File: src/sv/pid_ci_pkg.sv
`timescale 1ns / 1ps
// ----------------------------------------------------------------------------
// pid_ci_pkg
// Shared widths, register indexes, reset values and stage types of the
// clamped-integral PID unit.
// ----------------------------------------------------------------------------
package pid_ci_pkg;

   localparam int GAIN_W     = 24;
   localparam int ERR_W      = 32;
   localparam int DIFF_W     = ERR_W + 1;
   localparam int ACC_W      = 48;
   localparam int OUT_W      = 48;
   localparam int FRAC_W     = 16;
   localparam int P_W        = GAIN_W + ERR_W - FRAC_W;
   localparam int D_W        = GAIN_W + DIFF_W - FRAC_W;
   localparam int CSR_IDX_W  = 3;
   localparam int CSR_DATA_W = 48;

   localparam logic [CSR_IDX_W-1:0] CSR_GAIN_P      = CSR_IDX_W'(0);
   localparam logic [CSR_IDX_W-1:0] CSR_GAIN_I      = CSR_IDX_W'(1);
   localparam logic [CSR_IDX_W-1:0] CSR_GAIN_D      = CSR_IDX_W'(2);
   localparam logic [CSR_IDX_W-1:0] CSR_INTEG_UPPER = CSR_IDX_W'(3);
   localparam logic [CSR_IDX_W-1:0] CSR_INTEG_LOWER = CSR_IDX_W'(4);

   // Gains are Q8.16, clamps are Q32.16.
   localparam logic signed [GAIN_W-1:0] GAIN_P_RESET      = 24'sd52429;
   localparam logic signed [GAIN_W-1:0] GAIN_I_RESET      = 24'sd13107;
   localparam logic signed [GAIN_W-1:0] GAIN_D_RESET      = 24'sd0;
   localparam logic signed [ACC_W-1:0]  INTEG_UPPER_RESET = 48'sh0000_FFFF_0000;
   localparam logic signed [ACC_W-1:0]  INTEG_LOWER_RESET = 48'shFFFF_0001_0000;

   localparam logic signed [OUT_W-1:0] OUT_MAX = {1'b0, {(OUT_W-1){1'b1}}};
   localparam logic signed [OUT_W-1:0] OUT_MIN = {1'b1, {(OUT_W-1){1'b0}}};

   typedef struct packed {
      logic signed [GAIN_W-1:0] gain_p;
      logic signed [GAIN_W-1:0] gain_i;
      logic signed [GAIN_W-1:0] gain_d;
      logic signed [ACC_W-1:0]  upper;
      logic signed [ACC_W-1:0]  lower;
   } cfg_type;

   typedef struct packed {
      logic                  cmd;
      logic                  i_en;
      logic signed [P_W-1:0] p;
      logic signed [P_W-1:0] inc;
      logic signed [D_W-1:0] d;
   } term_type;

   typedef struct packed {
      logic                    cmd;
      logic signed [P_W-1:0]   p;
      logic signed [D_W-1:0]   d;
      logic signed [ACC_W-1:0] integ;
   } acc_type;

endpackage

File: src/sv/pid_ci_out.sv
`timescale 1ns / 1ps
// ----------------------------------------------------------------------------
// pid_ci_out
// Sums the three terms, saturates to the output width (a clear word gives zero)
// and holds the result word in the output register.
// ----------------------------------------------------------------------------
module pid_ci_out (
   input  logic                                 clock,
   input  logic                                 reset,
   input  logic                                 acc_valid,
   output logic                                 acc_ready,
   input  pid_ci_pkg::acc_type                  acc,
   output logic                                 rsp_valid,
   input  logic                                 rsp_ready,
   output logic signed [pid_ci_pkg::OUT_W-1:0]  rsp_drive_out
);

   localparam int SUM_W = pid_ci_pkg::ACC_W + 2;

   logic                                 rsp_valid_ff;
   logic signed [pid_ci_pkg::OUT_W-1:0]  drive_ff;
   logic signed [pid_ci_pkg::OUT_W-1:0]  drive_in;
   logic signed [SUM_W-1:0]              total;
   logic                                 load;

   assign acc_ready = !rsp_valid_ff || rsp_ready;
   assign load      = acc_valid && acc_ready;

   assign total = SUM_W'(acc.p) + SUM_W'(acc.integ) + SUM_W'(acc.d);

   always_comb begin
      if (acc.cmd) begin
         drive_in = '0;
      end else if (total > SUM_W'(pid_ci_pkg::OUT_MAX)) begin
         drive_in = pid_ci_pkg::OUT_MAX;
      end else if (total < SUM_W'(pid_ci_pkg::OUT_MIN)) begin
         drive_in = pid_ci_pkg::OUT_MIN;
      end else begin
         drive_in = total[pid_ci_pkg::OUT_W-1:0];
      end
   end

   always_ff @(posedge clock) begin
      if (reset) begin
         rsp_valid_ff <= 1'b0;
      end else if (acc_ready) begin
         rsp_valid_ff <= acc_valid;
      end
   end

   always_ff @(posedge clock) begin
      if (load) begin
         drive_ff <= drive_in;
      end
   end

   assign rsp_valid     = rsp_valid_ff;
   assign rsp_drive_out = drive_ff;

`ifndef SYNTHESIS
   a_clear_zero: assert property (@(posedge clock) disable iff (reset)
      (load && acc.cmd) |=> (rsp_valid && rsp_drive_out == '0))
      else $error("clear word did not give a zero output");
`endif

endmodule

File: config.mk
export PLATFORM = sky130hd
export DESIGN_NAME = pid_ci_out
export DESIGN_NICKNAME = d
export VERILOG_FILES = /design/src/sv/pid_ci_pkg.sv /design/src/sv/pid_ci_out.sv
export SDC_FILE = /design/constraint.sdc
export NUM_CORES = 1
export LEC_CHECK = 0
export BUFFER_PORTS_ARGS = -buffer_cell sky130_fd_sc_hd__buf_2
export CORE_UTILIZATION = 53
export CTS_CLUSTER_SIZE = 14
export DETAILED_ROUTE_END_ITERATION = 10
export GPL_ROUTABILITY_DRIVEN = 0
export MAX_ROUTING_LAYER = met4
export PLACE_DENSITY = 0.84
export SKIP_CTS_REPAIR_TIMING = 1
export SYNTH_ARGS = -nofsm -noshare
export SYNTH_HDL_FRONTEND = slang
export SYNTH_SLANG_ARGS = --single-unit
File: constraint.sdc
create_clock -name clock -period 6.05 [get_ports clock]
set_input_delay 1.815 -clock clock [delete_from_list [all_inputs] [get_ports clock]]
set_output_delay 1.815 -clock clock [all_outputs]
set_load 0.05 [all_outputs]
==> out/results.tsv <==
metric	value	unit
cp-start-kind	input port	
synth_seq_cells	49	
crit_path_end_kind	register	
most-common-layout-cells	buf_2 (183), a21oi_1 (63), fa_1 (49), ha_1 (48), edfxtp_1 (48)	
cp_max_fo	27	
antenna_found_initial	0	
wl	15000	um
syn_inst	623	
leakagePower	3.14	nW
report.final.slew_viol_count	0	
seqCellArea	1460	um2
grt_max_degree	49	
die_area	11500	um2
via_per_inst	5.94	
worstMarginPinSlew	1110	ps
cap_viol_max_count	0	
tritoncts	built	
finalSetupViolCount	0	
clkLatencyLatePin	320	ps
core_area	10800	um2
cts-htree-levels	2	
fin_setup_tns	0	ps
clkTransAtPathRegs	90	ps
synth_fp_nets	854	
synth-seq-area-share	24.9	%
die_width	107	um
io_pins	184	
crit_type	in -> reg	
peakVddDrop	0.000247	V
grt_pass1_vias	5201	
finalNonFillerCells	932	
power_density	333	nW/um2
grt_pass1_wl	23500	um
p_total	2.34	mW
max_freq	0.185	GHz
relSlewSlack	25.9	%
areaGrowthSynthToFinish	19.5	%
drt.antenna.violating_nets	0	
ys_types	65	
syn_area_per_cell	9.44	um2
place_area	6910	um2
post-route-period-util	89.4	%
cp.required	6180	ps
gr-total-overflow	0	
rows	38	
fill_cells	887	
post-dp-hpwl	12300	um
clockBufferDepth	2	
arrival	5540	ps
design_area	7020	um2
period_minus_slack	5410	ps
clkSinkCount	49	
firstDrtPassIters	5	
hp-class	reg -> reg	
synth_top_flop_cell	edfxtp_1	
vias	5532	
drcViolationCount	0	
grt_usage	26.4	%
drive_gt1_share	26.5	%
port_buffers	183	
drt-initial-drc-count	433	
synth-warning-count	0	
antenna_cells	0	
multiInputGateArea	4190	um2
die_h	107	um
cts_root_buffer	clkbuf_8	
syn-cell-area	5880	um2
nets	1022	
start_util	54.2	%
finalHoldViolations	0	
outcome	finished, final reports clean	
routedWlPerCell	16.1	um
fin_hold_ws	530	ps
cts_inserted_buffers	5	
async_flop_share	0	%
layout_commonest_cell	buf_2	
numPlacedInstances	924	
finClkSkew	14.2	ps
rsz0062_at_grt	no	
synth_edf_count	48	
-- power breakdown --
| part | total [mW] | internal, mW | switching [mW] |
|---|---|---|---|
| sequential | 0.543 | 0.517 | 0.0268 |
| combinational | 1.55 | 0.511 | 1.04 |
| clock | 0.244 | 0.122 | 0.122 |
-- worst max-delay path: stages --
cell	delay (ps)
buf_2	70
inv_1	50
fa_1	480
inv_1	70
ha_1	160
inv_1	50
fa_1	400
nor2b_1	170
o31a_1	220
a21oi_1	150
o31a_1	320
a2111oi_2	470
o211ai_1	160
a21oi_1	260
a31oi_4	110
buf_12	220
o41ai_4	340
-- final timing paths --
check                               start           endpoint  slack [ps]  cells past startpoint
worst max register to register  rsp_valid   rsp_drive_out[7]        4340                      2
worst min-delay path            rsp_valid          rsp_valid         530                      2
worst min register to register  rsp_valid          rsp_valid         530                      2
worst max-delay path               acc[1]  rsp_drive_out[45]         640                     17
-- cell usage after synthesis, types with 3 or more instances --
cell / n / area share, %
nor2_1: 41 / 2.6
o211ai_1: 5 / 0.64
and4_1: 4 / 0.60
nor4_1: 4 / 0.43
xnor2_1: 22 / 3.3
clkbuf_1: 17 / 1.1
fa_1: 49 / 17
ha_1: 48 / 10
a211oi_1: 7 / 0.89
nor3_1: 10 / 0.85
nand2b_1: 7 / 0.74
o21ai_0: 40 / 3.4
edfxtp_1: 48 / 25
nand2_1: 35 / 2.2
nor2b_1: 3 / 0.32
inv_1: 35 / 2.2
o21bai_1: 10 / 1.3
xor2_1: 17 / 2.5
a31oi_1: 7 / 0.74
nor3b_1: 3 / 0.38
o31a_1: 3 / 0.45
a21oi_1: 63 / 5.4
o21a_1: 6 / 0.77
buf_2: 8 / 0.68
o21ai_1: 27 / 2.3
o31ai_1: 5 / 0.64
and3_1: 3 / 0.32
a21boi_0: 5 / 0.64
and2_1: 4 / 0.43
a21o_1: 24 / 3.1
o2bb2ai_1: 3 / 0.45
nand3_1: 13 / 1.1
nand4_1: 11 / 1.2
o221ai_1: 3 / 0.45
-- routing by layer --
layer / vias up / share of wire [%] / global-route usage (%)
met1: 2565 / 42 / 33.0
met5: - / 0 / -
li1: 2638 / - / -
met2: 286 / 47 / 44.5
met3: 43 / 8.0 / 3.39
met4: 0 / 2.5 / 8.90
-- layout make-up --
class | instances | area share, %
multi-input combinational | 513 | 59.6
clock buffer | 5 | 0.980
timing repair buffer | 187 | 13.6
inverter | 35 | 1.87
tap | 140 | 2.49
clock inverter | 3 | 0.588
sequential | 49 | 20.8
-- cells by family (layout without fill, tap and decap cells) --
kind of cell	Yosys count	in the layout	share of synthesized area [%]
compound gates	230	230	25.6
xor+xnor	39	39	5.81
fa+ha+maj	97	97	26.9
buf+inv	61	230	4.19
flops	49	49	24.9
mux	1	1	0.192
simple gates	146	146	12.5
-- stage by stage --
stage | utilization [%] | setup WS (ps)
2_1_floorplan | - | 982
3_3_place_gp | 63.8 | 486
3_5_place_dp | 63.8 | 347
4_1_cts | 64.8 | 652
5_1_grt | 64.8 | 465
6_report | 64.8 | 642
-- registers in the layout (all words and copies together) (netlist names) --
register / cells
rsp_drive_out: 48
rsp_valid: 1
(Power assumes the default switching activity.)
