## config.mk

```make
export PLATFORM = sky130hd
export DESIGN_NAME = pid_ci_accum
export DESIGN_NICKNAME = d
export VERILOG_FILES = /design/src/sv/pid_ci_pkg.sv /design/src/sv/pid_ci_accum.sv
export SDC_FILE = /design/constraint.sdc
export NUM_CORES = 1
export LEC_CHECK = 0
export ABC_AREA = 1
export BUFFER_PORTS_ARGS = -buffer_cell sky130_fd_sc_hd__clkbuf_2
export CAP_MARGIN = 10
export CORE_AREA = 2 2 166 168
export CTS_CLUSTER_SIZE = 14
export DETAILED_ROUTE_END_ITERATION = 8
export DIE_AREA = 0 0 168 170
export PLACE_DENSITY = 0.77
export SLEW_MARGIN = 40
export SYNTH_ARGS = -nofsm -noshare
export SYNTH_HDL_FRONTEND = slang
export SYNTH_SLANG_ARGS = --single-unit
export TNS_END_PERCENT = 10
```

## constraint.sdc

```tcl
create_clock -name clock -period 8 [get_ports clock]
set_input_delay 0.8 -clock clock [delete_from_list [all_inputs] [get_ports clock]]
set_output_delay 0.8 -clock clock [all_outputs]
set_load 0.02 [all_outputs]
```

## src/sv/pid_ci_pkg.sv

```systemverilog
`timescale 1ns / 1ps
// ----------------------------------------------------------------------------
// pid_ci_pkg
// Shared widths, register indexes, reset values and stage types of the
// clamped-integral PID unit.
// ----------------------------------------------------------------------------
package pid_ci_pkg;

   localparam int GAIN_W     = 24;
   localparam int ERR_W      = 32;
   localparam int DIFF_W     = ERR_W + 1;
   localparam int ACC_W      = 48;
   localparam int OUT_W      = 48;
   localparam int FRAC_W     = 16;
   localparam int P_W        = GAIN_W + ERR_W - FRAC_W;
   localparam int D_W        = GAIN_W + DIFF_W - FRAC_W;
   localparam int CSR_IDX_W  = 3;
   localparam int CSR_DATA_W = 48;

   localparam logic [CSR_IDX_W-1:0] CSR_GAIN_P      = CSR_IDX_W'(0);
   localparam logic [CSR_IDX_W-1:0] CSR_GAIN_I      = CSR_IDX_W'(1);
   localparam logic [CSR_IDX_W-1:0] CSR_GAIN_D      = CSR_IDX_W'(2);
   localparam logic [CSR_IDX_W-1:0] CSR_INTEG_UPPER = CSR_IDX_W'(3);
   localparam logic [CSR_IDX_W-1:0] CSR_INTEG_LOWER = CSR_IDX_W'(4);

   // Gains are Q8.16, clamps are Q32.16.
   localparam logic signed [GAIN_W-1:0] GAIN_P_RESET      = 24'sd52429;
   localparam logic signed [GAIN_W-1:0] GAIN_I_RESET      = 24'sd13107;
   localparam logic signed [GAIN_W-1:0] GAIN_D_RESET      = 24'sd0;
   localparam logic signed [ACC_W-1:0]  INTEG_UPPER_RESET = 48'sh0000_FFFF_0000;
   localparam logic signed [ACC_W-1:0]  INTEG_LOWER_RESET = 48'shFFFF_0001_0000;

   localparam logic signed [OUT_W-1:0] OUT_MAX = {1'b0, {(OUT_W-1){1'b1}}};
   localparam logic signed [OUT_W-1:0] OUT_MIN = {1'b1, {(OUT_W-1){1'b0}}};

   typedef struct packed {
      logic signed [GAIN_W-1:0] gain_p;
      logic signed [GAIN_W-1:0] gain_i;
      logic signed [GAIN_W-1:0] gain_d;
      logic signed [ACC_W-1:0]  upper;
      logic signed [ACC_W-1:0]  lower;
   } cfg_type;

   typedef struct packed {
      logic                  cmd;
      logic                  i_en;
      logic signed [P_W-1:0] p;
      logic signed [P_W-1:0] inc;
      logic signed [D_W-1:0] d;
   } term_type;

   typedef struct packed {
      logic                    cmd;
      logic signed [P_W-1:0]   p;
      logic signed [D_W-1:0]   d;
      logic signed [ACC_W-1:0] integ;
   } acc_type;

endpackage

```

## src/sv/pid_ci_accum.sv

```systemverilog
`timescale 1ns / 1ps
// ----------------------------------------------------------------------------
// pid_ci_accum
// Integral accumulator: adds the increment, applies the upper and then the
// lower clamp, and hands the terms on for the final sum.
// ----------------------------------------------------------------------------
module pid_ci_accum (
   input  logic                  clock,
   input  logic                  reset,
   input  pid_ci_pkg::cfg_type   cfg,
   input  logic                  term_valid,
   output logic                  term_ready,
   input  pid_ci_pkg::term_type  term,
   output logic                  acc_valid,
   input  logic                  acc_ready,
   output pid_ci_pkg::acc_type   acc
);

   localparam int SUM_W = pid_ci_pkg::ACC_W + 1;

   logic                                 s3_valid_ff;
   logic                                 s3_cmd_ff;
   logic signed [pid_ci_pkg::P_W-1:0]    s3_p_ff;
   logic signed [pid_ci_pkg::D_W-1:0]    s3_d_ff;
   logic signed [pid_ci_pkg::ACC_W-1:0]  integral_acc_ff;
   logic signed [pid_ci_pkg::ACC_W-1:0]  integral_acc_in;

   logic                                 load;
   logic signed [SUM_W-1:0]              integ_sum;
   logic signed [SUM_W-1:0]              upper_x;
   logic signed [SUM_W-1:0]              lower_x;
   logic signed [SUM_W-1:0]              clamp_hi;
   logic signed [SUM_W-1:0]              clamp_lo;

   assign term_ready = !s3_valid_ff || acc_ready;
   assign load       = term_valid && term_ready;

   assign integ_sum = SUM_W'(integral_acc_ff) + SUM_W'(term.inc);
   assign upper_x   = SUM_W'(cfg.upper);
   assign lower_x   = SUM_W'(cfg.lower);

   // The lower clamp wins when the bounds are inverted.
   assign clamp_hi = (integ_sum > upper_x) ? upper_x : integ_sum;
   assign clamp_lo = (clamp_hi < lower_x) ? lower_x : clamp_hi;

   always_comb begin
      if (term.cmd) begin
         integral_acc_in = '0;
      end else if (term.i_en) begin
         integral_acc_in = clamp_lo[pid_ci_pkg::ACC_W-1:0];
      end else begin
         integral_acc_in = integral_acc_ff;
      end
   end

   always_ff @(posedge clock) begin
      if (reset) begin
         s3_valid_ff     <= 1'b0;
         integral_acc_ff <= '0;
      end else begin
         if (term_ready) begin
            s3_valid_ff <= term_valid;
         end
         if (load) begin
            integral_acc_ff <= integral_acc_in;
         end
      end
   end

   always_ff @(posedge clock) begin
      if (load) begin
         s3_cmd_ff <= term.cmd;
         s3_p_ff   <= term.p;
         s3_d_ff   <= term.d;
      end
   end

   // The accumulator holds while the word sits here, so it is read directly.
   assign acc_valid = s3_valid_ff;
   assign acc.cmd   = s3_cmd_ff;
   assign acc.p     = s3_p_ff;
   assign acc.d     = s3_d_ff;
   assign acc.integ = integral_acc_ff;

`ifndef SYNTHESIS
   a_integ_hold: assert property (@(posedge clock) disable iff (reset)
      !load |=> $stable(integral_acc_ff))
      else $error("integral changed without a word");
   a_integ_clamped: assert property (@(posedge clock) disable iff (reset)
      (load && !term.cmd && term.i_en && cfg.lower <= cfg.upper)
      |=> (integral_acc_ff <= $past(cfg.upper) && integral_acc_ff >= $past(cfg.lower)))
      else $error("integral outside its clamp range");
`endif

endmodule

```

==> flow_summary.toml <==
[floorplan]
boundaryPins = 427
die_width_um = 168
die_area_mm2 = 0.0286
core-area_mm2 = 0.0267
num_rows = 60
start_util = 0.424
die_height_um = 170

[routing]
ant_nets = 0
dr.pass1.iters = 8
avgViaCountPerCell = 5.20
drt-initial-drc-count = 722
drc = 0
wirelength_um = 39200
wl_per_cell_um = 17.1
route.vias.total = 11907

[finish]
drive_gt1_frac = 0.224
final-seq-area_mm2 = 0.00344
multiInputGateArea_mm2 = 0.00658
nets = 2376
utilization = 0.533
nFillCells = 2584
area_delta_synth_final_pct = 25.7
instances_no_fill = 2291
final_area_mm2 = 0.0142

[worst_setup_path]
critPathCaptureType = "flop"
r2r_start = "integral_acc_ff[2]$_SDFFE_PP0P_"
reg2reg_to = "integral_acc_ff[29]$_SDFFE_PP0P_"
critPathLaunch = "term[43]"
crit_path_end = "integral_acc_ff[29]$_SDFFE_PP0P_"
cp_max_fo = 45
r2r_cells = 41
slowest_stage = "nor4b_1"
arrival_ps = 7580
start_kind = "primary input"
slowest_delay_ps = 500
r2r_slack_ps = 820
cp_data_required_time_ps = 8270
criticalPathCategory = "in2reg"

[global_route]
grt_max_degree = 51
met1_usage = 0.322
gr-total-overflow = 0
use_met3 = 0.0351
grt_pass1_wl_um = 60400
grt-busiest-layer = "met2"
use_met2 = 0.491
grt_use_total = 0.270
antenna_found_initial = 3
first_global_vias = 11699

[place]
placed_area_mm2 = 0.0136
post-dp-hpwl_um = 31900
dp_cells = 2257
port_buffers = 354
gpl.final_weighted_congestion = 0.926
place_ws_ps = 414

[synthesis]
yosysSeqAreaShare = 0.305
dominantRegCellSynth = "edfxtp_1"
synth_fp_nets = 2015
netlist.area_leader.share = 0.218
syn_area_per_cell_um2 = 7.18
yosys_warnings = 0
ys_top_cells_by_area = "edfxtp_1 22%, ha_1 16%, nand2_1 11%, inv_1 9.1%, dfxtp_1 8.7%"
synth_cells = 1574
synth_edf_count = 82
yosys_register_bits = 131
synth_cell_types = 47
yosysMostFrequentCell = "nand2_1"
synthArstFlopShare = 0
syn_area_mm2 = 0.0113
synth_top_cell_by_area = "edfxtp_1"
yosys-top-cells-count = "318 x nand2_1, 275 x inv_1, 181 x nand3_1, 151 x a21oi_1, 145 x ha_1"

[clock_tree]
postCtsHoldBufs = 0
cts_tree = "yes"
clockBufferDepth = 2
numClockSinks = 131
clkSlewWorstSetupHoldPaths_ps = 70
cts_root_buf = "clkbuf_16"
cts_resized = 0
clk-insertion-delay-late_ps = 420
cts_setup_buffers = 0
h-tree-depth = 4
cts-buffers-inserted = 17

[pwr]
p_clk_frac = 0.184
internal_power_mw = 2.19
switching_power_mw = 2.06
leakage_nw = 7.60
seq_power_share = 0.199
vdd_drop_max_mv = 0.240
power_mw = 4.26
combPwrFrac = 0.617
power_density_mw_per_mm2 = 300
swShare = 0.485

[timing]
setup_viol = 0
rsz0062_at_grt = "no"
hold_viol_final = 0
fin_hold_ws_ps = 493
fin_crit_sh = 0.913
max_slew_margin = 0.534
worstMarginPinSlew_ps = 699
setup-tns-final_ps = 0
drv_slew = 0
skew_ps = 13.7
layout_setup_ws_ps = 692
period_needed_ps = 7310
max_freq_ghz = 0.137

[outcome]
status = "finished, final reports clean"

[worst_hold_path]
hp-class = "reg2reg"

[job]
drv_cap = 0
[layout by cell type, fill, tap and decap left out, types with 17 or more instances in the layout]
cell type,n
clkbuf_2,353
nand2_1,318
inv_1,274
nand3_1,181
a21oi_1,151
ha_1,145
nor2_1,94
o21ai_0,82
edfxtp_1,82
dfxtp_1,49
xor2_1,32
buf_4,24
o21a_1,18
clkbuf_16,17
[how the worst min path moves through the flow]
stage               slack, ps  depth (start not counted)                          endpoint                              from
global route              520                          2   integral_acc_ff[2]$_SDFFE_PP0P_   integral_acc_ff[2]$_SDFFE_PP0P_
CTS                       490                          2  integral_acc_ff[35]$_SDFFE_PP0P_  integral_acc_ff[35]$_SDFFE_PP0P_
detailed placement        480                          2  integral_acc_ff[35]$_SDFFE_PP0P_  integral_acc_ff[35]$_SDFFE_PP0P_
finish                    490                          2  integral_acc_ff[35]$_SDFFE_PP0P_  integral_acc_ff[35]$_SDFFE_PP0P_
global placement          470                          2   integral_acc_ff[0]$_SDFFE_PP0P_   integral_acc_ff[0]$_SDFFE_PP0P_
floorplan                 560                          2   integral_acc_ff[0]$_SDFFE_PP0P_   integral_acc_ff[0]$_SDFFE_PP0P_
[power groups by stage]
stage	Clock [mW]	Combinational, mW	Sequential, mW
floorplan	0	1.72	0.928
finish	0.783	2.63	0.846
global route	0.826	2.93	0.852
detailed placement	0	2.58	0.860
global placement	0	2.52	0.858
CTS	0.803	2.59	0.845
[critical path: cells and delay by family]
| family | cells | cell delay (ps) |
|---|---|---|
| AND/OR/NAND/NOR | 21 | 2920 |
| buffers and inverters | 11 | 1440 |
| AO/OA/AOI/OAI | 6 | 1150 |
| adder cells (fa/ha/maj) | 3 | 980 |
| XOR/XNOR | 1 | 230 |
[cells by family after synthesis]
group | count (synthesis) | synth area share
adders and majority gates | 146 | 0.162
AOI/OAI and AO/OA | 294 | 0.142
and+or+nand+nor | 639 | 0.244
xor gates and xnor gates | 42 | 0.0326
buffers and inverters | 322 | 0.113
DFF | 131 | 0.305
[final cells by class]
type / count / share of cell area
Multi-Input combinational cell: 1121 / 0.464
Sequential cell: 131 / 0.243
Timing Repair Buffer: 387 / 0.150
Inverter: 277 / 0.0733
Tap cell: 341 / 0.0301
Clock buffer: 17 / 0.0300
Clock inverter: 15 / 0.00952
Antenna cell: 2 / 0.000353
[per-layer routing]
metal	wire, um	share of wire	up-vias
li1	-	-	5947
met1	16100	0.41	5394
met2	19500	0.50	487
met3	2480	0.063	79
met4	1200	0.031	0
met5	0	0	-
[flip-flops by register name, indices dropped and copies added (netlist names)]
name and flops:
s3_cmd_ff 1, acc_valid 1, s3_p_ff 40, s3_d_ff 41, integral_acc_ff 48
(Power assumes the default switching activity.)
