$ cat config.mk
export PLATFORM = sky130hd
export DESIGN_NAME = pid_ci_csr
export DESIGN_NICKNAME = d
export VERILOG_FILES = /design/src/sv/pid_ci_pkg.sv /design/src/sv/pid_ci_csr.sv
export SDC_FILE = /design/constraint.sdc
export NUM_CORES = 1
export LEC_CHECK = 0
export BUFFER_PORTS_ARGS = -buffer_cell sky130_fd_sc_hd__buf_4
export CELL_PAD_IN_SITES_DETAIL_PLACEMENT = 0
export CELL_PAD_IN_SITES_GLOBAL_PLACEMENT = 1
export CORE_ASPECT_RATIO = 1.75
export CORE_UTILIZATION = 35
export DETAILED_ROUTE_END_ITERATION = 10
export GPL_TIMING_DRIVEN = 0
export PLACE_DENSITY = 0.76
export SLEW_MARGIN = 40
export SYNTH_ARGS = -nofsm -noshare
export SYNTH_HDL_FRONTEND = slang
export SYNTH_SLANG_ARGS = --single-unit
$ cat constraint.sdc
create_clock -name clock -period 1.2 [get_ports clock]
set_clock_uncertainty 0.15 [all_clocks]
set_input_delay 0.12 -clock clock [delete_from_list [all_inputs] [get_ports clock]]
set_output_delay 0.12 -clock clock [all_outputs]
set_load 0.02 [all_outputs]
$ cat src/sv/pid_ci_pkg.sv
`timescale 1ns / 1ps
// ----------------------------------------------------------------------------
// pid_ci_pkg
// Shared widths, register indexes, reset values and stage types of the
// clamped-integral PID unit.
// ----------------------------------------------------------------------------
package pid_ci_pkg;

   localparam int GAIN_W     = 24;
   localparam int ERR_W      = 32;
   localparam int DIFF_W     = ERR_W + 1;
   localparam int ACC_W      = 48;
   localparam int OUT_W      = 48;
   localparam int FRAC_W     = 16;
   localparam int P_W        = GAIN_W + ERR_W - FRAC_W;
   localparam int D_W        = GAIN_W + DIFF_W - FRAC_W;
   localparam int CSR_IDX_W  = 3;
   localparam int CSR_DATA_W = 48;

   localparam logic [CSR_IDX_W-1:0] CSR_GAIN_P      = CSR_IDX_W'(0);
   localparam logic [CSR_IDX_W-1:0] CSR_GAIN_I      = CSR_IDX_W'(1);
   localparam logic [CSR_IDX_W-1:0] CSR_GAIN_D      = CSR_IDX_W'(2);
   localparam logic [CSR_IDX_W-1:0] CSR_INTEG_UPPER = CSR_IDX_W'(3);
   localparam logic [CSR_IDX_W-1:0] CSR_INTEG_LOWER = CSR_IDX_W'(4);

   // Gains are Q8.16, clamps are Q32.16.
   localparam logic signed [GAIN_W-1:0] GAIN_P_RESET      = 24'sd52429;
   localparam logic signed [GAIN_W-1:0] GAIN_I_RESET      = 24'sd13107;
   localparam logic signed [GAIN_W-1:0] GAIN_D_RESET      = 24'sd0;
   localparam logic signed [ACC_W-1:0]  INTEG_UPPER_RESET = 48'sh0000_FFFF_0000;
   localparam logic signed [ACC_W-1:0]  INTEG_LOWER_RESET = 48'shFFFF_0001_0000;

   localparam logic signed [OUT_W-1:0] OUT_MAX = {1'b0, {(OUT_W-1){1'b1}}};
   localparam logic signed [OUT_W-1:0] OUT_MIN = {1'b1, {(OUT_W-1){1'b0}}};

   typedef struct packed {
      logic signed [GAIN_W-1:0] gain_p;
      logic signed [GAIN_W-1:0] gain_i;
      logic signed [GAIN_W-1:0] gain_d;
      logic signed [ACC_W-1:0]  upper;
      logic signed [ACC_W-1:0]  lower;
   } cfg_type;

   typedef struct packed {
      logic                  cmd;
      logic                  i_en;
      logic signed [P_W-1:0] p;
      logic signed [P_W-1:0] inc;
      logic signed [D_W-1:0] d;
   } term_type;

   typedef struct packed {
      logic                    cmd;
      logic signed [P_W-1:0]   p;
      logic signed [D_W-1:0]   d;
      logic signed [ACC_W-1:0] integ;
   } acc_type;

endpackage

$ cat src/sv/pid_ci_csr.sv
`timescale 1ns / 1ps
// ----------------------------------------------------------------------------
// pid_ci_csr
// Gain and clamp registers, written through a plain indexed write port.
// ----------------------------------------------------------------------------
module pid_ci_csr (
   input  logic                                 clock,
   input  logic                                 reset,
   input  logic                                 csr_wr_en,
   input  logic [pid_ci_pkg::CSR_IDX_W-1:0]     csr_index,
   input  logic [pid_ci_pkg::CSR_DATA_W-1:0]    csr_wdata,
   output pid_ci_pkg::cfg_type                  cfg
);

   pid_ci_pkg::cfg_type cfg_ff;

   always_ff @(posedge clock) begin
      if (reset) begin
         cfg_ff.gain_p <= pid_ci_pkg::GAIN_P_RESET;
         cfg_ff.gain_i <= pid_ci_pkg::GAIN_I_RESET;
         cfg_ff.gain_d <= pid_ci_pkg::GAIN_D_RESET;
         cfg_ff.upper  <= pid_ci_pkg::INTEG_UPPER_RESET;
         cfg_ff.lower  <= pid_ci_pkg::INTEG_LOWER_RESET;
      end else if (csr_wr_en) begin
         unique case (csr_index)
            pid_ci_pkg::CSR_GAIN_P:
               cfg_ff.gain_p <= csr_wdata[pid_ci_pkg::GAIN_W-1:0];
            pid_ci_pkg::CSR_GAIN_I:
               cfg_ff.gain_i <= csr_wdata[pid_ci_pkg::GAIN_W-1:0];
            pid_ci_pkg::CSR_GAIN_D:
               cfg_ff.gain_d <= csr_wdata[pid_ci_pkg::GAIN_W-1:0];
            pid_ci_pkg::CSR_INTEG_UPPER:
               cfg_ff.upper <= csr_wdata[pid_ci_pkg::ACC_W-1:0];
            pid_ci_pkg::CSR_INTEG_LOWER:
               cfg_ff.lower <= csr_wdata[pid_ci_pkg::ACC_W-1:0];
            default: begin
               // Writes to unused indexes are dropped.
            end
         endcase
      end
   end

   assign cfg = cfg_ff;

endmodule

==> summary.md, run 1 <==
| Metric | Value |
|---|---|
| Max-cap violations | `0` |
| Net switching power | `3140 µW` |
| Area grow syn2layout | `52.2%` |
| Final Setup Violations | `0` |
| Max reg flops | `168` |
| Clock share of power | `43.7%` |
| Chip width | `108 µm` |
| Logic pwr share | `10.9%` |
| Clock root cell | `clkbuf_16` |
| DR iter-0 viols | `158` |
| Max Clock Freq | `0.851 GHz` |
| Antenna Cells | `0` |
| Clk slew on worst S/H paths | `60 ps` |
| Max Slew Vio Count | `0` |
| Port Buf Inserts | `220` |
| WL/cell | `18.0 µm` |
| GP Congestion | `0.759` |
| Met1 GRT Util | `23.2%` |
| Power, Total | `12800 µW` |
| Nets | `1005` |
| Gr usage total | `22.0%` |
| First-pass GRT wire length | `32700 µm` |
| Cell area after layout | `10400 µm²` |
| Leakage | `0.00457 µW` |
| Crit-path leading delay family | `flip-flops` |
| Worst min path class | `in -> reg` |
| Initial antenna violation count | `0` |
| Total vias in the final route | `5531` |
| Worst path max stage delay | `360 ps` |
| Buffers plus inverters on the worst setup path | `1` |
| Placement Setup Slack | `-524 ps` |
| Avg Inst Size Synth | `10.4 µm²` |
| Syn Inst Count | `658` |
| Clock Sinks | `168` |
| Met2 Use GR | `41.5%` |
| Slowest cell on crit path | `dfxtp_2` |
| Initial Utilization | `35.7%` |
| DIE AREA | `20200 µm²` |
| Worst Path Required | `930 ps` |
| Number of global-route vias before repair | `5620` |
| Yosys synthesis warning count | `0` |
| Post-synthesis register bit count | `168` |
| Final core occ | `54.3%` |
| Syn Nets | `712` |
| Critical path peak fanout | `2` |
| Synthesized cell area | `6850 µm²` |
| Sequential fraction of the synthesis area | `49.1%` |
| Commonest non-fill, non-tap cells in the layout | `mux2i_1, nand2b_1, buf_4` |
| Detailed-route DRC error count | `0` |
| Final WS setup | `24.7 ps` |
| Hold WS | `57.9 ps` |
| Sw Ratio | `24.6%` |
| Crit share post-route | `97.9%` |
| Pwr dens | `1220 nW/µm²` |
| Met3 Usage GRT | `3.69%` |
| WP data arrival | `910 ps` |
| CTS H-tree depth | `4` |
| TritonCTS clock tree | `built` |
| Distinct cells, synth | `15` |
| Layout cells sized above 1 | `45.1%` |
| Clk_lat worst skew | `420 ps` |
| Startpoint Class | `flop` |
| Routed wire length | `21700 µm` |
| Floorplan core area | `19200 µm²` |
| Placed Instance Area | `8800 µm²` |
| Clock Path Buffers | `2` |
| Worst-Margin Slew | `639 ps` |
| Post-detail-place hpwl | `16200 µm` |
| Setup crit end kind | `primary output` |
| Final Hold Vio Count | `0` |
| Row count | `67` |
| Number of I/O pins | `222` |
| CP cell instances | `buf_6` |
| Status | `finished clean` |
| Peak VDD IR | `0.920 mV` |
| Avg Vias per Cell | `4.59` |
| Die Ht | `187 µm` |
| Pin count of the biggest net entering global routing | `17` |
| Drt first pass iters | `5` |
| CTS buffer count | `17` |
| Commonest non-fill, non-tap cell in the layout | `mux2i_1` |
| # fillers | `1734` |
| ANT nets after route | `0` |
| Seq pwr share | `45.5%` |
| RSZ-0062 raised after global routing | `true` |
| Worst Setup Path Type | `reg -> out` |
| Slew HR | `57.4%` |
| Fin crit period | `1180 ps` |
| GRT overflow | `0` |
| GR peak layer | `met2` |
| Internal Pwr Total | `9620 µW` |
==> Yosys cell counts, drive strengths merged <==
cell | n | area [µm²]
mux2i | 168 | 1680
nand4bb | 2 | 22.5
or4b | 1 | 10.0
nor4b | 1 | 23.8
nand4b | 1 | 8.76
and4b | 1 | 11.3
nor2 | 98 | 368
clkbuf | 24 | 90.1
nand2b | 166 | 1040
and4bb | 3 | 37.5
dfxtp | 168 | 3360
buf | 25 | 194
==> logic make-up after synthesis <==
family	synth area share (%)
buffers and inverters	4.15
flip-flops	49.1
multiplexers	24.6
AND/OR/NAND/NOR	22.2
==> metal layers <==
layer / routed length, µm / share of wire (%)
met5: 0 / 0
met2: 12000 / 55
met4: 760 / 3.5
met3: 789 / 3.6
met1: 8210 / 38
==> through the flow <==
step | setup TNS [ps] | std cells
floorplan | -60.8 | 658
global route | -49.6 | 1205
CTS | 0 | 1201
detailed placement | -54700 | 1119
finish | 0 | 1205
global placement | -53400 | 1119
==> final timing paths <==
| path | from | to | slack [ps] | cells past startpoint |
|---|---|---|---|---|
| worst max-delay path | cfg[150]$_SDFFE_PP1P_ | cfg[150] | 20 | 1 |
| worst min-delay path | csr_index[0] | cfg[158]$_SDFFE_PP1P_ | 60 | 4 |
| worst max register to register | cfg[21]$_SDFFE_PP0P_ | cfg[21]$_SDFFE_PP0P_ | 360 | 3 |
| worst min register to register | cfg[88]$_SDFFE_PP0P_ | cfg[88]$_SDFFE_PP0P_ | 320 | 2 |
==> power groups by stage <==
stage          Clock, µW  Combinational [µW]  Sequential [µW]
2_1_floorplan          0                 503             6040
3_3_place_gp           0                1220             5900
3_5_place_dp           0                1230             5900
4_1_cts             5670                1380             5780
5_1_grt             5910                1480             5810
6_report            5570                1390             5800
==> repair_timing <==
item | CTS | global route
pin swaps | 1 | 0
hold endpoints to repair | 168 | 0
setup buffers | 2 | 4
hold buffers | 48 | 0
setup endpoints to repair | 115 | 114
gates resized for setup | 87 | 147
==> worst register-to-register path, stage by stage (launching register included) <==
cell      delay (ps)
dfxtp_2          340
buf_4            120
nand2b_1          60
mux2i_1           60
==> cell type report <==
| cell class | count | area, µm² | area share, % |
|---|---|---|---|
| clock inverters | 12 | 141 | 1.36 |
| plain buffers | 49 | 288 | 2.76 |
| clock buffers | 20 | 457 | 4.38 |
| well taps | 241 | 302 | 2.89 |
| repair buffers | 274 | 2480 | 23.8 |
| multi-input cells | 441 | 3200 | 30.7 |
| flip-flops and latches | 168 | 3550 | 34.0 |
(Power assumes the default switching activity.)
==> run 2, diff against run 1 <==
--- a/constraint.sdc
+++ b/constraint.sdc
@@ -3,3 +3,3 @@
 set_input_delay 0.12 -clock clock [delete_from_list [all_inputs] [get_ports clock]]
 set_output_delay 0.12 -clock clock [all_outputs]
-set_load 0.02 [all_outputs]
+set_load 0.05 [all_outputs]
==> summary.md, run 2 (synthesis results as in run 1) <==
| Metric | Value |
|---|---|
| Worst-Margin Slew | `641 ps (+1.84 ps)` |
| Peak VDD IR | `0.891 mV (-3.2%)` |
| Pwr dens | `1140 nW/µm² (-7.0%)` |
| Critical path peak fanout | `2 (unchanged)` |
| DR iter-0 viols | `129 (-18%)` |
| Number of I/O pins | `222 (unchanged)` |
| Clock Path Buffers | `2 (unchanged)` |
| Drt first pass iters | `4 (-1)` |
| Floorplan core area | `19200 µm² (unchanged)` |
| Clock root cell | `clkbuf_16` |
| Initial Utilization | `35.7% (unchanged)` |
| Inst Count DP | `1119 (unchanged)` |
| Pin count of the biggest net entering global routing | `17 (unchanged)` |
| Chip width | `108 µm (unchanged)` |
| Area grow syn2layout | `70.2%` |
| Layout cells sized above 1 | `49.3% (+4.2 points)` |
| Post-detail-place hpwl | `16200 µm (unchanged)` |
| Max-cap violations | `0 (unchanged)` |
| Status | `finished, violations left` |
| Total vias in the final route | `5713 (+3.3%)` |
| Startpoint Class | `flop` |
| Placement Setup Slack | `-524 ps (unchanged)` |
| Antenna Cells | `0 (unchanged)` |
| Max Slew Vio Count | `0 (unchanged)` |
| Gr usage total | `22.7% (+0.67 points)` |
| Max reg flops | `168 (unchanged)` |
| Final Hold Vio Count | `0 (unchanged)` |
| Clock Sinks | `168 (unchanged)` |
| Worst path max stage delay | `370 ps (about the same)` |
| Failing checks | `setup timing` |
| Worst min path class | `in -> reg` |
| Number of global-route vias before repair | `5955 (+6.0%)` |
| Die Ht | `187 µm (unchanged)` |
| Commonest non-fill, non-tap cells in the layout | `mux2i_1, nand2b_1, dfxtp_2` |
| Worst Setup Path Type | `reg -> out` |
| CP cell instances | `buf_8` |
| Avg Vias per Cell | `4.60 (+0.29%)` |
| Worst Path Required | `930 ps (about the same)` |
| Port Buf Inserts | `220 (unchanged)` |
| Commonest non-fill, non-tap cell in the layout | `mux2i_1` |
| CTS H-tree depth | `4 (unchanged)` |
| WP data arrival | `940 ps (+30 ps)` |
| Crit-path leading delay family | `flip-flops` |
| Row count | `67 (unchanged)` |
| Setup crit end kind | `primary output` |
| RSZ-0062 raised after global routing | `true` |
| Crit share post-route | `101% (+3.2 points)` |
| WL/cell | `18.2 µm (+0.71%)` |
| Routed wire length | `22500 µm (+3.7%)` |
| Fin cells | `1241 (+3.0%)` |
| Slew HR | `57.3% (-0.12 points)` |
| CTS buffer count | `17 (unchanged)` |
| Initial antenna violation count | `0 (unchanged)` |
| GRT overflow | `0 (unchanged)` |
| Nets | `1041 (+3.6%)` |
| Detailed-route DRC error count | `0 (unchanged)` |
| First-pass GRT wire length | `33800 µm (+3.4%)` |
| Buffers plus inverters on the worst setup path | `1 (unchanged)` |
| TritonCTS clock tree | `built` |
| Clk_lat worst skew | `420 ps (about the same)` |
| Fin crit period | `1210 ps (+37.9 ps)` |
| GP Congestion | `0.759 (unchanged)` |
| Slowest cell on crit path | `dfxtp_2` |
| DIE AREA | `20200 µm² (unchanged)` |
| Clk slew on worst S/H paths | `70 ps (about the same)` |
| Final WS setup | `-13.3 ps (-37.9 ps)` |
| Leakage | `0.00506 µW (+11%)` |
| ANT nets after route | `0 (unchanged)` |
| Final Setup Violations | `15 (+15)` |
| Power, Total | `13300 µW (+4.0%)` |
| Setup_tns | `-80.2 ps (-80.2 ps)` |
| Max Clock Freq | `0.824 GHz (-3.1%)` |
run 2: cell types whose count changed in the layout (fill, tap and decap cells not counted):
cell	before	now
dfxtp_4	0	3
buf_1	1	0
clkbuf_2	3	4
dfxtp_1	21	0
dfxtp_2	147	165
buf_6	91	15
buf_4	149	99
buf_8	0	162
run 2: report_power, final:
| part | internal (µW) | switching (µW) | total (µW) |
|---|---|---|---|
| Clock | 3210 | 2380 | 5590 |
| Sequential | 5720 | 116 | 5830 |
| Combinational | 852 | 994 | 1850 |
run 2: final timing paths:
path                              start               endpoint  slack, ps  depth (start not counted)
setup / recovery  cfg[151]$_SDFFE_PP1P_               cfg[151]        -10                          1
hold / removal             csr_index[0]  cfg[158]$_SDFFE_PP1P_         50                          4
setup reg to reg  cfg[118]$_SDFFE_PP0P_  cfg[118]$_SDFFE_PP0P_        240                          4
hold reg to reg   cfg[115]$_SDFFE_PP0P_  cfg[115]$_SDFFE_PP0P_        330                          2
run 2: final cells by class:
cell class                      instances  area, µm²
Buffer                                 49        289
Clock buffer                           20        457
Clock inverter                         12        141
Fill cell                            1548       7540
Multi-Input combinational cell        441       3200
Sequential cell                       168       3580
Tap cell                              241        302
Timing Repair Buffer                  310       3690
run 2: stage by stage:
stage | hold WS [ps] | utilization, % | instance area [µm²]
after floorplan | 125 | - | 6850
after global placement | 236 | 45.9 | 8800
after detailed placement | 251 | 45.9 | 8800
after CTS | 40.6 | 59.1 | 11300
after global routing | 67.5 | 60.7 | 11700
final | 54.4 | 60.7 | 11700
run 2: what timing repair did:
action	4_1_cts	5_1_grt
pin swaps	1	0
resized for setup	462	45
endpoints found under the hold margin	168	0
hold buffers	48	0
endpoints found under the setup margin	210	173
setup buffers	21	21
run 2: worst reg2reg max path: cells and delay by family (launching register included):
kind          cells  cell delay, ps
flops             1             330
buf+inv           2             250
simple gates      1              60
mux               1              60
run 2: metal layers:
layer,up-vias,track usage (%),share of wire (%)
met2,159,43.1,56
met5,-,0,0
met1,2696,23.0,36
met3,44,4.36,3.9
met4,0,11.0,3.7
li1,2814,-,-
==> run 3, diff against run 2 <==
Settings changed: CORE_UTILIZATION 35 to 36, CTS_BUF_LIST set to sky130_fd_sc_hd__clkbuf_4 sky130_fd_sc_hd__clkbuf_8, PLACE_DENSITY 0.76 to 0.78.
==> summary.md, run 3 (synthesis results as in run 1) <==
| Metric | Value |
|---|---|
| Crit share post-route | `104% (+3.0 points)` |
| Commonest non-fill, non-tap cell in the layout | `mux2i_1` |
| Clock Path Buffers | `2 (unchanged)` |
| Antenna Cells | `0 (unchanged)` |
| Final Setup Violations | `166 (+151)` |
| Reg area | `3580 µm² (-0.14%)` |
| Peak VDD IR | `0.579 mV (-35%)` |
| Chip width | `106 µm (-1.4%)` |
| # fillers | `1537 (-0.71%)` |
| Area grow syn2layout | `67.4%` |
| ANT nets after route | `0 (unchanged)` |
| CP cell instances | `buf_8` |
| Detailed-route DRC error count | `0 (unchanged)` |
| Pin count of the biggest net entering global routing | `17 (unchanged)` |
| CTS buffer count | `17 (unchanged)` |
| Footprint of the multi-input gates | `3200 µm² (unchanged)` |
| Clk_lat worst skew | `440 ps (+20 ps)` |
| Floorplan core area | `18600 µm² (-3.2%)` |
| Worst reg-to-reg path cell count | `4 (unchanged)` |
| Pwr dens | `1010 nW/µm² (-12%)` |
| Flop2flop setup slack | `230 ps (about the same)` |
| CTS H-tree depth | `4 (unchanged)` |
| Layout cells sized above 1 | `49.6% (+0.25 points)` |
| Slowest cell on crit path | `dfxtp_2` |
| Number of I/O pins | `222 (unchanged)` |
| Final WS setup | `-49.2 ps (-36.0 ps)` |
| Initial antenna violation count | `0 (unchanged)` |
| CP startpoint | `cfg[88]$_SDFFE_PP0P_` |
| Routed wire length | `22200 µm (-1.6%)` |
| Worst Setup Path Type | `reg -> out` |
| Buffers plus inverters on the worst setup path | `1 (unchanged)` |
| Clk slew on worst S/H paths | `90 ps (+20 ps)` |
| Max Clock Freq | `0.801 GHz (-2.9%)` |
| Cell area after layout | `11500 µm² (-1.7%)` |
| Post-detail-place hpwl | `15700 µm (-2.8%)` |
| Status | `finished, violations left` |
| Critical path peak fanout | `2 (unchanged)` |
| Setup crit end kind | `primary output` |
| Worst-Margin Slew | `627 ps (-13.3 ps)` |
| Fin crit period | `1250 ps (+36.0 ps)` |
| Stages on worst setup path | `1 (unchanged)` |
| Max reg flops | `168 (unchanged)` |
| Power, Total | `11500 µW (-13%)` |
| Slew HR | `58.2% (+0.89 points)` |
| WL/cell | `17.8 µm (-2.0%)` |
| Avg Vias per Cell | `4.63 (+0.55%)` |
| Nets | `1048 (+0.67%)` |
| Reg-to-Reg End | `cfg[102]$_SDFFE_PP0P_` |
| Worst min path class | `in -> reg` |
| TritonCTS clock tree | `built` |
| Reg-to-reg critical path startpoint | `cfg[102]$_SDFFE_PP0P_` |
| Final Hold Vio Count | `5 (+5)` |
| Hold WS | `-13.0 ps (-67.4 ps)` |
| Crit-path leading delay family | `flip-flops` |
| Port Buf Inserts | `220 (unchanged)` |
| Gr usage total | `22.8% (+0.056 points)` |
| Startpoint Class | `flop` |
| Failing checks | `hold timing, setup timing` |
| Setup_tns | `-3040 ps (-2960 ps)` |
| Clock Sinks | `168 (unchanged)` |
| GP Congestion | `0.757 (-0.30%)` |
| First-pass GRT wire length | `33400 µm (-1.0%)` |
| WP data arrival | `980 ps (+40 ps)` |
| Placed Instance Area | `8800 µm² (about the same)` |
| Row count | `66 (-1.5%)` |
| Max-cap violations | `0 (unchanged)` |
| GRT overflow | `0 (unchanged)` |
| Max Slew Vio Count | `0 (unchanged)` |
| Drt first pass iters | `4 (unchanged)` |
| Worst Path Required | `930 ps (about the same)` |
| Placement Setup Slack | `-507 ps (+16.3 ps)` |
| DIE AREA | `19600 µm² (-2.7%)` |
| DR iter-0 viols | `117 (-9.3%)` |
| Number of global-route vias before repair | `5940 (-0.25%)` |
| Clock root cell | `clkbuf_8` |
| Hold_buf cts | `50 (+4.2%)` |
| Commonest non-fill, non-tap cells in the layout | `mux2i_1, dfxtp_2, nand2b_1` |
| Initial Utilization | `36.9% (+1.2 points)` |
| Leakage | `0.00498 µW (-1.6%)` |
| Worst path max stage delay | `380 ps (about the same)` |
| Die Ht | `184 µm (-1.4%)` |
| Total vias in the final route | `5763 (+0.88%)` |
| RSZ-0062 raised after global routing | `true` |
| Worst setup endpoint | `cfg[88]` |
==> run 3: final cells by class <==
type	instances	area share (%)
Sequential cell	168	31.2
Clock buffer	22	2.37
Buffer	49	2.52
Multi-Input combinational cell	441	27.9
Tap cell	238	2.60
Timing Repair Buffer	317	32.5
Clock inverter	10	0.873
==> run 3: metrics by stage <==
step / util [%] / cells
2_1_floorplan: - / 658
3_3_place_gp: 47.4 / 1116
3_5_place_dp: 47.4 / 1116
4_1_cts: 60.1 / 1218
5_1_grt: 61.7 / 1245
6_report: 61.7 / 1245
==> run 3: how the worst min path moves through the flow <==
stage	startpoint	end	slack, ps	depth (start not counted)
global route	csr_index[2]	cfg[145]$_SDFFE_PP0P_	-20	4
floorplan	csr_wdata[24]	cfg[24]$_SDFFE_PP0P_	130	2
CTS	csr_index[2]	cfg[159]$_SDFFE_PP1P_	-150	3
detailed placement	csr_wdata[5]	cfg[125]$_SDFFE_PP1P_	250	3
finish	csr_index[2]	cfg[159]$_SDFFE_PP1P_	-10	4
global placement	csr_wdata[2]	cfg[146]$_SDFFE_PP1P_	230	3
==> run 3: layer usage <==
metal / wire length [µm] / vias up / global-route usage [%]
met4: 559 / 0 / 8.33
met2: 12300 / 158 / 43.2
met1: 8390 / 2750 / 24.3
met5: 0 / - / 0
met3: 923 / 30 / 4.77
li1: - / 2825 / -
==> run 3: power breakdown <==
group | total, µW | switching [µW] | leakage [µW] | internal (µW)
registers | 5830 | 114 | 0.00140 | 5720
clock network | 3850 | 2090 | 0.000180 | 1760
logic | 1850 | 991 | 0.00340 | 856
total | 11500 | 3200 | 0.00498 | 8330
==> run 3: timing repair <==
| action | in CTS | in global routing |
|---|---|---|
| hold endpoints to repair | 168 | 7 |
| pin swaps | 1 | 1 |
| endpoints found under the setup margin | 169 | 194 |
| setup buffers | 20 | 27 |
| resized for setup | 474 | 28 |
